## src/rtl/smp_pkg.sv

```systemverilog
// Package of types and constants for the STUN message parser.
`timescale 1ns / 1ps
package smp_pkg;

  localparam int POS_W     = 17;
  localparam int CFG_IDX_W = 8;
  localparam int OUT_W     = 200;

  localparam logic [POS_W-1:0] HDR_BYTES   = 17'd20;
  localparam logic [POS_W-1:0] ALIGN_BYTES = 17'd4;
  localparam logic [POS_W-1:0] POS_SAT     = 17'd65556;
  localparam logic [POS_W-1:0] NO_COLON    = 17'h1FFFF;
  localparam logic [7:0]       COLON_CHAR  = 8'h3A;

  localparam logic [1:0] ST_OK       = 2'd0;
  localparam logic [1:0] ST_SHORT    = 2'd1;
  localparam logic [1:0] ST_MISMATCH = 2'd2;
  localparam logic [1:0] ST_TRUNC    = 2'd3;

  localparam logic [CFG_IDX_W-1:0] CFG_USERNAME        = 8'd0;
  localparam logic [CFG_IDX_W-1:0] CFG_USE_CANDIDATE   = 8'd1;
  localparam logic [CFG_IDX_W-1:0] CFG_ICE_CONTROLLED  = 8'd2;
  localparam logic [CFG_IDX_W-1:0] CFG_ICE_CONTROLLING = 8'd3;

  typedef struct packed {
    logic [15:0] username;
    logic [15:0] use_candidate;
    logic [15:0] ice_controlled;
    logic [15:0] ice_controlling;
  } cfg_t;

  // Listed from the top bit down, so status sits in the lowest bits.
  typedef struct packed {
    logic             fill;
    logic [15:0]      colon_index;
    logic [15:0]      ufrag_len;
    logic [POS_W-1:0] ufrag_start;
    logic [15:0]      user_len;
    logic [POS_W-1:0] user_start;
    logic             ice_controlling;
    logic             ice_controlled;
    logic             use_candidate;
    logic [63:0]      tid_low;
    logic [31:0]      tid_high;
    logic [15:0]      message_type;
    logic [1:0]       status;
  } res_t;

endpackage

```

## src/rtl/stun_message_parser.sv

```systemverilog
// Top level of the STUN message parser: config registers, parse core, result stage.
`timescale 1ns / 1ps
// STUN message parser. Feed a message one byte per transaction on in_, network
// order, with in_tlast on its final byte; a byte is taken every cycle with
// in_tready high. Each message yields exactly one result transaction on out_,
// registered in the output or skid slot. Only the byte marked last produces a
// result; all parse state clears right after it. in_tready drops only while
// both result slots (output register and skid slot) hold untaken results, so
// the input keeps moving through one stalled result. Statuses: ok, shorter
// than 20 bytes (all other fields zero), length mismatch against 20 plus the
// header length (only type and transaction id kept), attribute truncated
// (attributes before it are kept). The magic cookie is not checked. The four
// attribute type codes come from cfg_ registers 0 to 3 (Username,
// USE-CANDIDATE, ICE-CONTROLLED, ICE-CONTROLLING, matched in that priority);
// writes to other indexes are dropped. Write config only while idle.
module stun_message_parser (
  input  logic                           clk,
  input  logic                           rst_n,
  // input byte stream
  input  logic                           in_tvalid,
  output logic                           in_tready,
  input  logic [7:0]                     in_tdata,   // [7:0] data_byte
  input  logic                           in_tlast,   // last_byte
  // result stream
  output logic                           out_tvalid,
  input  logic                           out_tready,
  // [1:0] status, [17:2] message_type, [49:18] tid_high, [113:50] tid_low,
  // [114] use_candidate, [115] ice_controlled, [116] ice_controlling,
  // [133:117] user_start, [149:134] user_len, [166:150] ufrag_start,
  // [182:167] ufrag_len, [198:183] colon_index, [199] zero
  output logic [smp_pkg::OUT_W-1:0]      out_tdata,
  // configuration writes
  input  logic                           cfg_valid,
  output logic                           cfg_ready,
  input  logic [smp_pkg::CFG_IDX_W-1:0]  cfg_index,
  input  logic [15:0]                    cfg_data
);
  import smp_pkg::*;

  cfg_t cfg_r;
  logic in_fire;
  logic res_valid;
  res_t res;
  res_t out_res;

  // Config writes are always accepted.
  assign cfg_ready = 1'b1;

  always_ff @(posedge clk) begin
    if (!rst_n) begin
      cfg_r.username        <= 16'h0006;
      cfg_r.use_candidate   <= 16'h0025;
      cfg_r.ice_controlled  <= 16'h8029;
      cfg_r.ice_controlling <= 16'h802A;
    end else if (cfg_valid && cfg_ready) begin
      // Drop writes to unknown indexes.
      unique case (cfg_index)
        CFG_USERNAME:        cfg_r.username        <= cfg_data;
        CFG_USE_CANDIDATE:   cfg_r.use_candidate   <= cfg_data;
        CFG_ICE_CONTROLLED:  cfg_r.ice_controlled  <= cfg_data;
        CFG_ICE_CONTROLLING: cfg_r.ice_controlling <= cfg_data;
        default: begin
        end
      endcase
    end
  end

  assign in_fire = in_tvalid && in_tready;

  smp_parse_core u_core (
    .clk       (clk),
    .rst_n     (rst_n),
    .cfg       (cfg_r),
    .in_fire   (in_fire),
    .in_byte   (in_tdata),
    .in_last   (in_tlast),
    .res_valid (res_valid),
    .res       (res)
  );

  smp_out_skid u_out (
    .clk       (clk),
    .rst_n     (rst_n),
    .push      (res_valid),
    .push_data (res),
    .room      (in_tready),
    .out_valid (out_tvalid),
    .out_ready (out_tready),
    .out_data  (out_res)
  );

  assign out_tdata = out_res;

endmodule

```

## src/rtl/smp_parse_core.sv

```systemverilog
// Per-byte parse state and the result built on the last byte of a message.
`timescale 1ns / 1ps
module smp_parse_core (
  input  logic                 clk,
  input  logic                 rst_n,
  input  smp_pkg::cfg_t        cfg,
  input  logic                 in_fire,
  input  logic [7:0]           in_byte,
  input  logic                 in_last,
  output logic                 res_valid,
  output smp_pkg::res_t        res
);
  import smp_pkg::*;

  localparam logic [2:0] PH_HEADER = 3'd0;
  localparam logic [2:0] PH_TLV    = 3'd1;
  localparam logic [2:0] PH_VALUE  = 3'd2;
  localparam logic [2:0] PH_PAD    = 3'd3;
  localparam logic [2:0] PH_IGNORE = 3'd4;

  logic [POS_W-1:0] pos_r, pos_nxt;
  logic [2:0]       phase_r, phase_nxt;
  logic [15:0]      type_r, type_nxt;
  logic [15:0]      len_r, len_nxt;
  logic [31:0]      tidh_r, tidh_nxt;
  logic [63:0]      tidl_r, tidl_nxt;
  logic [15:0]      kind_r, kind_nxt;
  logic [15:0]      size_r, size_nxt;
  logic [15:0]      left_r, left_nxt;
  logic [1:0]       hcnt_r, hcnt_nxt;
  logic [1:0]       pad_r, pad_nxt;
  logic [POS_W-1:0] abeg_r, abeg_nxt;
  logic [POS_W-1:0] colp_r, colp_nxt;
  logic [POS_W-1:0] ubeg_r, ubeg_nxt;
  logic [15:0]      usize_r, usize_nxt;
  logic [POS_W-1:0] fbeg_r, fbeg_nxt;
  logic [15:0]      fsize_r, fsize_nxt;
  logic [15:0]      colon_r, colon_nxt;
  logic [2:0]       flags_r, flags_nxt;
  logic             trunc_r, trunc_nxt;

  logic [POS_W-1:0] q;
  logic [POS_W-1:0] total;
  logic             fin_val;
  logic             bound;
  logic [1:0]       pad_v;

  assign q     = pos_r + 17'd1;
  assign total = HDR_BYTES + {1'b0, len_r};

  always_comb begin
    pos_nxt   = (q > POS_SAT) ? POS_SAT : q;
    phase_nxt = phase_r;
    type_nxt  = type_r;
    len_nxt   = len_r;
    tidh_nxt  = tidh_r;
    tidl_nxt  = tidl_r;
    kind_nxt  = kind_r;
    size_nxt  = size_r;
    left_nxt  = left_r;
    hcnt_nxt  = hcnt_r;
    pad_nxt   = pad_r;
    abeg_nxt  = abeg_r;
    colp_nxt  = colp_r;
    ubeg_nxt  = ubeg_r;
    usize_nxt = usize_r;
    fbeg_nxt  = fbeg_r;
    fsize_nxt = fsize_r;
    colon_nxt = colon_r;
    flags_nxt = flags_r;
    trunc_nxt = trunc_r;
    fin_val   = 1'b0;
    bound     = 1'b0;
    pad_v     = 2'd0;

    unique case (phase_r)
      PH_HEADER: begin
        priority if (pos_r < 17'd2) begin
          type_nxt = {type_r[7:0], in_byte};
        end else if (pos_r < 17'd4) begin
          len_nxt = {len_r[7:0], in_byte};
        end else if (pos_r < 17'd8) begin
          // magic cookie, skip
        end else if (pos_r < 17'd12) begin
          tidh_nxt = {tidh_r[23:0], in_byte};
        end else if (pos_r < HDR_BYTES) begin
          tidl_nxt = {tidl_r[55:0], in_byte};
        end
        if (pos_r == HDR_BYTES - 17'd1) bound = 1'b1;
      end
      PH_TLV: begin
        hcnt_nxt = hcnt_r + 2'd1;
        if (hcnt_r < 2'd2) kind_nxt = {kind_r[7:0], in_byte};
        else               size_nxt = {size_r[7:0], in_byte};
        if (hcnt_r == 2'd3) begin
          abeg_nxt = q;
          colp_nxt = NO_COLON;
          if ((total - q) < {1'b0, size_nxt}) begin
            trunc_nxt = 1'b1;
            phase_nxt = PH_IGNORE;
          end else if (size_nxt == 16'd0) begin
            fin_val = 1'b1;
          end else begin
            left_nxt  = size_nxt;
            phase_nxt = PH_VALUE;
          end
        end
      end
      PH_VALUE: begin
        if (in_byte == COLON_CHAR && colp_r == NO_COLON)
          colp_nxt = {1'b0, size_r - left_r};
        left_nxt = left_r - 16'd1;
        if (left_nxt == 16'd0) fin_val = 1'b1;
      end
      PH_PAD: begin
        pad_nxt = pad_r - 2'd1;
        if (pad_nxt == 2'd0 || q >= total) bound = 1'b1;
      end
      default: begin
        // ignore the rest of the message
      end
    endcase

    // Close the attribute: record it, then pad or move to the next record.
    if (fin_val) begin
      priority if (kind_nxt == cfg.username) begin
        ubeg_nxt  = abeg_nxt;
        usize_nxt = size_nxt;
        if (colp_nxt != NO_COLON) begin
          fbeg_nxt  = abeg_nxt;
          fsize_nxt = size_nxt;
          colon_nxt = colp_nxt[15:0];
        end
      end else if (kind_nxt == cfg.use_candidate) begin
        flags_nxt[0] = 1'b1;
      end else if (kind_nxt == cfg.ice_controlled) begin
        flags_nxt[1] = 1'b1;
      end else if (kind_nxt == cfg.ice_controlling) begin
        flags_nxt[2] = 1'b1;
      end else begin
        // unknown attribute, skip its value
      end
      pad_v   = 2'd0 - size_nxt[1:0];
      pad_nxt = pad_v;
      if (pad_v != 2'd0 && q < total) phase_nxt = PH_PAD;
      else                            bound     = 1'b1;
    end

    // Start a new record only if its 4-byte header fits.
    if (bound) begin
      if (q + ALIGN_BYTES <= total) begin
        phase_nxt = PH_TLV;
        hcnt_nxt  = 2'd0;
        kind_nxt  = 16'd0;
        size_nxt  = 16'd0;
      end else begin
        phase_nxt = PH_IGNORE;
      end
    end
  end

  always_comb begin
    res = '0;
    if (pos_nxt < HDR_BYTES) begin
      res.status = ST_SHORT;
    end else begin
      res.message_type = type_nxt;
      res.tid_high     = tidh_nxt;
      res.tid_low      = tidl_nxt;
      if (pos_nxt != HDR_BYTES + {1'b0, len_nxt}) begin
        res.status = ST_MISMATCH;
      end else begin
        res.status          = trunc_nxt ? ST_TRUNC : ST_OK;
        res.use_candidate   = flags_nxt[0];
        res.ice_controlled  = flags_nxt[1];
        res.ice_controlling = flags_nxt[2];
        res.user_start      = ubeg_nxt;
        res.user_len        = usize_nxt;
        res.ufrag_start     = fbeg_nxt;
        res.ufrag_len       = fsize_nxt;
        res.colon_index     = colon_nxt;
      end
    end
  end

  assign res_valid = in_fire && in_last;

  always_ff @(posedge clk) begin
    if (!rst_n || (in_fire && in_last)) begin
      pos_r   <= '0;
      phase_r <= PH_HEADER;
      type_r  <= '0;
      len_r   <= '0;
      tidh_r  <= '0;
      tidl_r  <= '0;
      kind_r  <= '0;
      size_r  <= '0;
      left_r  <= '0;
      hcnt_r  <= '0;
      pad_r   <= '0;
      abeg_r  <= '0;
      colp_r  <= NO_COLON;
      ubeg_r  <= '0;
      usize_r <= '0;
      fbeg_r  <= '0;
      fsize_r <= '0;
      colon_r <= '0;
      flags_r <= '0;
      trunc_r <= 1'b0;
    end else if (in_fire) begin
      pos_r   <= pos_nxt;
      phase_r <= phase_nxt;
      type_r  <= type_nxt;
      len_r   <= len_nxt;
      tidh_r  <= tidh_nxt;
      tidl_r  <= tidl_nxt;
      kind_r  <= kind_nxt;
      size_r  <= size_nxt;
      left_r  <= left_nxt;
      hcnt_r  <= hcnt_nxt;
      pad_r   <= pad_nxt;
      abeg_r  <= abeg_nxt;
      colp_r  <= colp_nxt;
      ubeg_r  <= ubeg_nxt;
      usize_r <= usize_nxt;
      fbeg_r  <= fbeg_nxt;
      fsize_r <= fsize_nxt;
      colon_r <= colon_nxt;
      flags_r <= flags_nxt;
      trunc_r <= trunc_nxt;
    end
  end

endmodule

```

## src/rtl/smp_out_skid.sv

```systemverilog
// Two-slot result register: output stage plus skid slot.
`timescale 1ns / 1ps
module smp_out_skid (
  input  logic                 clk,
  input  logic                 rst_n,
  input  logic                 push,
  input  smp_pkg::res_t        push_data,
  output logic                 room,
  output logic                 out_valid,
  input  logic                 out_ready,
  output smp_pkg::res_t        out_data
);
  import smp_pkg::*;

  logic main_v_r;
  logic skid_v_r;
  res_t main_r;
  res_t skid_r;

  assign room      = !skid_v_r;
  assign out_valid = main_v_r;
  assign out_data  = main_r;

  always_ff @(posedge clk) begin
    if (!rst_n) begin
      main_v_r <= 1'b0;
      skid_v_r <= 1'b0;
    end else if (!main_v_r || out_ready) begin
      if (skid_v_r) begin
        main_v_r <= 1'b1;
        skid_v_r <= 1'b0;
      end else begin
        main_v_r <= push;
      end
    end else if (push) begin
      skid_v_r <= 1'b1;
    end
  end

  always_ff @(posedge clk) begin
    if (!main_v_r || out_ready) begin
      if (skid_v_r)  main_r <= skid_r;
      else if (push) main_r <= push_data;
    end else if (push) begin
      skid_r <= push_data;
    end
  end

endmodule

```

## config.mk

```make
export PLATFORM = sky130hd
export DESIGN_NAME = stun_message_parser
export DESIGN_NICKNAME = d
export VERILOG_FILES = /design/src/rtl/smp_pkg.sv /design/src/rtl/stun_message_parser.sv /design/src/rtl/smp_parse_core.sv /design/src/rtl/smp_out_skid.sv
export SDC_FILE = /design/constraint.sdc
export NUM_CORES = 2
export LEC_CHECK = 0
export ABC_AREA = 1
export BUFFER_PORTS_ARGS = -buffer_cell sky130_fd_sc_hd__buf_2
export CORE_UTILIZATION = 45
export DETAILED_ROUTE_END_ITERATION = 6
export PLACE_DENSITY = 0.63
export SETUP_SLACK_MARGIN = 0.3
export SLEW_MARGIN = 20
export SYNTH_ARGS = -nofsm -noshare
export SYNTH_HDL_FRONTEND = slang
export SYNTH_SLANG_ARGS = --single-unit
```

## constraint.sdc

```tcl
create_clock -name clk -period 27.7 [get_ports clk]
set_input_delay 4.155 -clock clk [delete_from_list [all_inputs] [get_ports clk]]
set_output_delay 4.155 -clock clk [all_outputs]
set_load 0.005 [all_outputs]
```

==> impl_metrics.ini <==
[setup_path]
worstPathRequired_ps = 28120
start_kind = input port
cp-end-kind = register
crit_buf_inv = 4
crit_path_frequent_cell = nand2_1
path_class = in -> reg
path_max_fanout = 49
worstPathCellList = buf_2 > inv_1 > nor2_1 > nand2_1 > nor3_1 > nand3_1 > inv_1 > nand3_1 > o21ai_0 > nor2_1 > nand2_1 > nor2_1 > nand3_1 > buf_4 > nand3_2 > nand2_1 > nand2_1 > nand4_1 > nand2_1
cpPeakStageDelay_ps = 820
critPathTopFamily = simple AND/OR/NAND/NOR gates
arrival_ps = 8550
cpMaxStageDelayCell = nand3_2

[yosys]
ys_async_sr_fraction = 0
syn-num-nets = 5495
synth-main-ff-cell = edfxtp_1
synthesis.instances = 5380
ys_types = 53
ys_seq_elements = 784
synth_area_leaders = edfxtp_1, dfxtp_1, nand2_1, inv_1, o21ai_0
syn_avg_cell_area_um2 = 7.626
yosysTopAreaCell = edfxtp_1
seq_area_frac_synth = 0.4797
synth_top_cell_area_share = 0.2913
synth_area_um2 = 41030
synth-edff-count = 398
ys.warnings.count = 0

[placement]
place_inst = 6551
place_hpwl_um = 76050
placed_cell_area_um2 = 42760
pre_cts_ws_ps = 18920
io_buffer_count = 238
gp_congestion = 0.8978

[layout]
syn_to_final_growth_pct = 11.31
final_cell_count_no_fill = 6712
final_area_um2 = 45670
fin_util = 0.5066
n_antenna_cell = 0
fillCellCount = 8774
layout-drive-gt1-share = 0.09700
nNetsFinal = 5578

[job]
maxCapViolCount = 0

[clocking]
cts_tree = done
cts_sinks = 784
cts_max_level = 3
clk_latency_ps = 670
post-cts-setup-buffer-count = 0
cts_resized = 0
cts_buffers = 86
cts_buffer_depth = 3
cts_hold_buf = 0
clockRootBuffer = clkbuf_16
cts.clk_slew.worst_paths_ps = 60

[route]
viasPerCell = 5.162
vias = 34650
drc = 0
dr.pass1.iters = 6
drt-initial-drc-count = 3203
wl_um = 113500
wl_per_cell_um = 16.91
antenna_left = 0

[global_route]
grt_pass1_wl_um = 179700
grt_max_degree = 196
grtUsageTotal = 0.2421
first_global_vias = 32190
gr-total-overflow = 0
antenna_found_initial = 0

[timing]
setup_tns_ps = 0
finalHoldViolCount = 0
max_freq_mhz = 123.0
rsz0062_at_grt = no
setup_viol = 0
fin_worst_skew_ps = 31.55
slew_headroom = 0.3131
hold_ws_ps = 466.5
fin_crit_ps = 8131
finalMaxSlewViolations = 0
worst_pin_slew_ps = 1030
setup_ws_ps = 19570
period_share = 0.2935

[floorplan]
dieArea_um2 = 92380
num_rows = 110
num_io_pins = 241
core_um2 = 90150
die_h_um = 303.9
initial_core_util = 0.4551
die_x_um = 303.9

[power_and_ir_drop]
power_density_nw_per_um2 = 60.59
totalPowerFinal_mw = 2.767
peakVddDrop_mv = 0.04361
leakagePower_nw = 21.66

[worst_hold_path]
hp-class = reg -> reg

[run_status]
outcome = complete, no violations
-- synthesized netlist by cell type, drive strengths merged, types with 15 or more instances --
cell	n
xnor2	41
nor2	606
nand2	1357
a21oi	344
dfxtp	386
a211oi	16
o21ai	510
nor3	26
edfxtp	398
nand4	146
or2	15
inv	786
clkbuf	186
nand3	226
ha	75
buf	100
o211ai	35
xor2	66
-- final cells by class --
type,instances,area [um^2],share of cell area
Clock buffer,115,2385,0.05222
Clock inverter,46,523.0,0.01145
Inverter,789,2977,0.06518
Multi-Input combinational cell,3521,17100,0.3745
Sequential cell,784,19680,0.4310
Tap cell,1176,1471,0.03222
Timing Repair Buffer,281,1526,0.03343
-- path summary, 6_finish.rpt --
| path | startpoint | endpoint | slack (ps) | cells past startpoint |
|---|---|---|---|---|
| setup / recovery | in_tdata[5] | u_out.out_data[179] | 19570 | 19 |
| hold / removal | u_core.kind_r[9] | u_core.kind_r[9] | 470 | 2 |
| setup reg to reg | u_core.pos_r[1] | u_out.out_data[179] | 21240 | 31 |
| hold reg to reg | u_core.kind_r[9] | u_core.kind_r[9] | 470 | 2 |
-- sequential cells by signal, summed over array words and instances (netlist names), 17 cells and up --
name / count
u_core.fbeg_r: 17
cfg_r: 64
u_core.tidl_r: 64
u_out.out_data: 199
u_core.abeg_r: 17
u_core.pos_r: 17
u_core.tidh_r: 32
u_core.colp_r: 17
u_out.skid_r: 199
u_core.ubeg_r: 17
-- logic make-up (layout without fill, tap and decap cells) --
kind of cell,count (synthesis),after routing,synth area share
multiplexers,10,10,0.002531
AND/OR/NAND/NOR,2400,2400,0.2445
XOR/XNOR,107,107,0.02367
adder cells (fa/ha/maj),77,77,0.02385
other,2,2,0.0001831
flip-flops,784,784,0.4797
AO/OA/AOI/OAI,925,925,0.1208
buffers and inverters,1075,1231,0.1049
-- per-layer routing --
metal | global-route usage | share of wire
met1 | 0.3283 | 0.44
met2 | 0.3940 | 0.47
met3 | 0.03322 | 0.058
met4 | 0.08795 | 0.032
met5 | 0 | 0
-- worst register-to-register path: cells and delay by family (launching register included) --
family,cells,cell delay (ps)
simple gates,21,3600
fa+ha+maj,3,900
buf+inv,3,680
compound gates,3,490
flops,1,450
xor+xnor,1,120
-- cells in the final DEF, fill, tap and decap left out, types with 6 or more instances in the layout --
cell type,count
bufinv_16,11
clkbuf_8,6
clkbuf_16,89
o211ai_1,35
inv_1,778
nand2_2,8
clkinv_2,20
nor3_1,25
clkbuf_1,20
buf_2,238
nand3_2,27
nor2_4,10
nor2_1,590
edfxtp_1,398
a211oi_1,16
ha_1,75
nand4_1,145
nand3_1,199
mux2i_1,9
clkinv_1,11
o21ai_2,9
xor2_1,63
o21ai_1,11
buf_4,42
dfxtp_1,385
nor2_2,6
or2_2,15
nand2_1,1346
a21oi_1,314
nor4_1,10
xnor2_1,41
nand3b_1,7
o21ai_0,490
a21oi_2,30
-- power by group --
group / total [mW] / internal, mW / switching (mW)
Clock: 1.19 / 0.708 / 0.485
Combinational: 0.294 / 0.0883 / 0.205
Sequential: 1.28 / 1.26 / 0.0203
(Power assumes the default switching activity.)
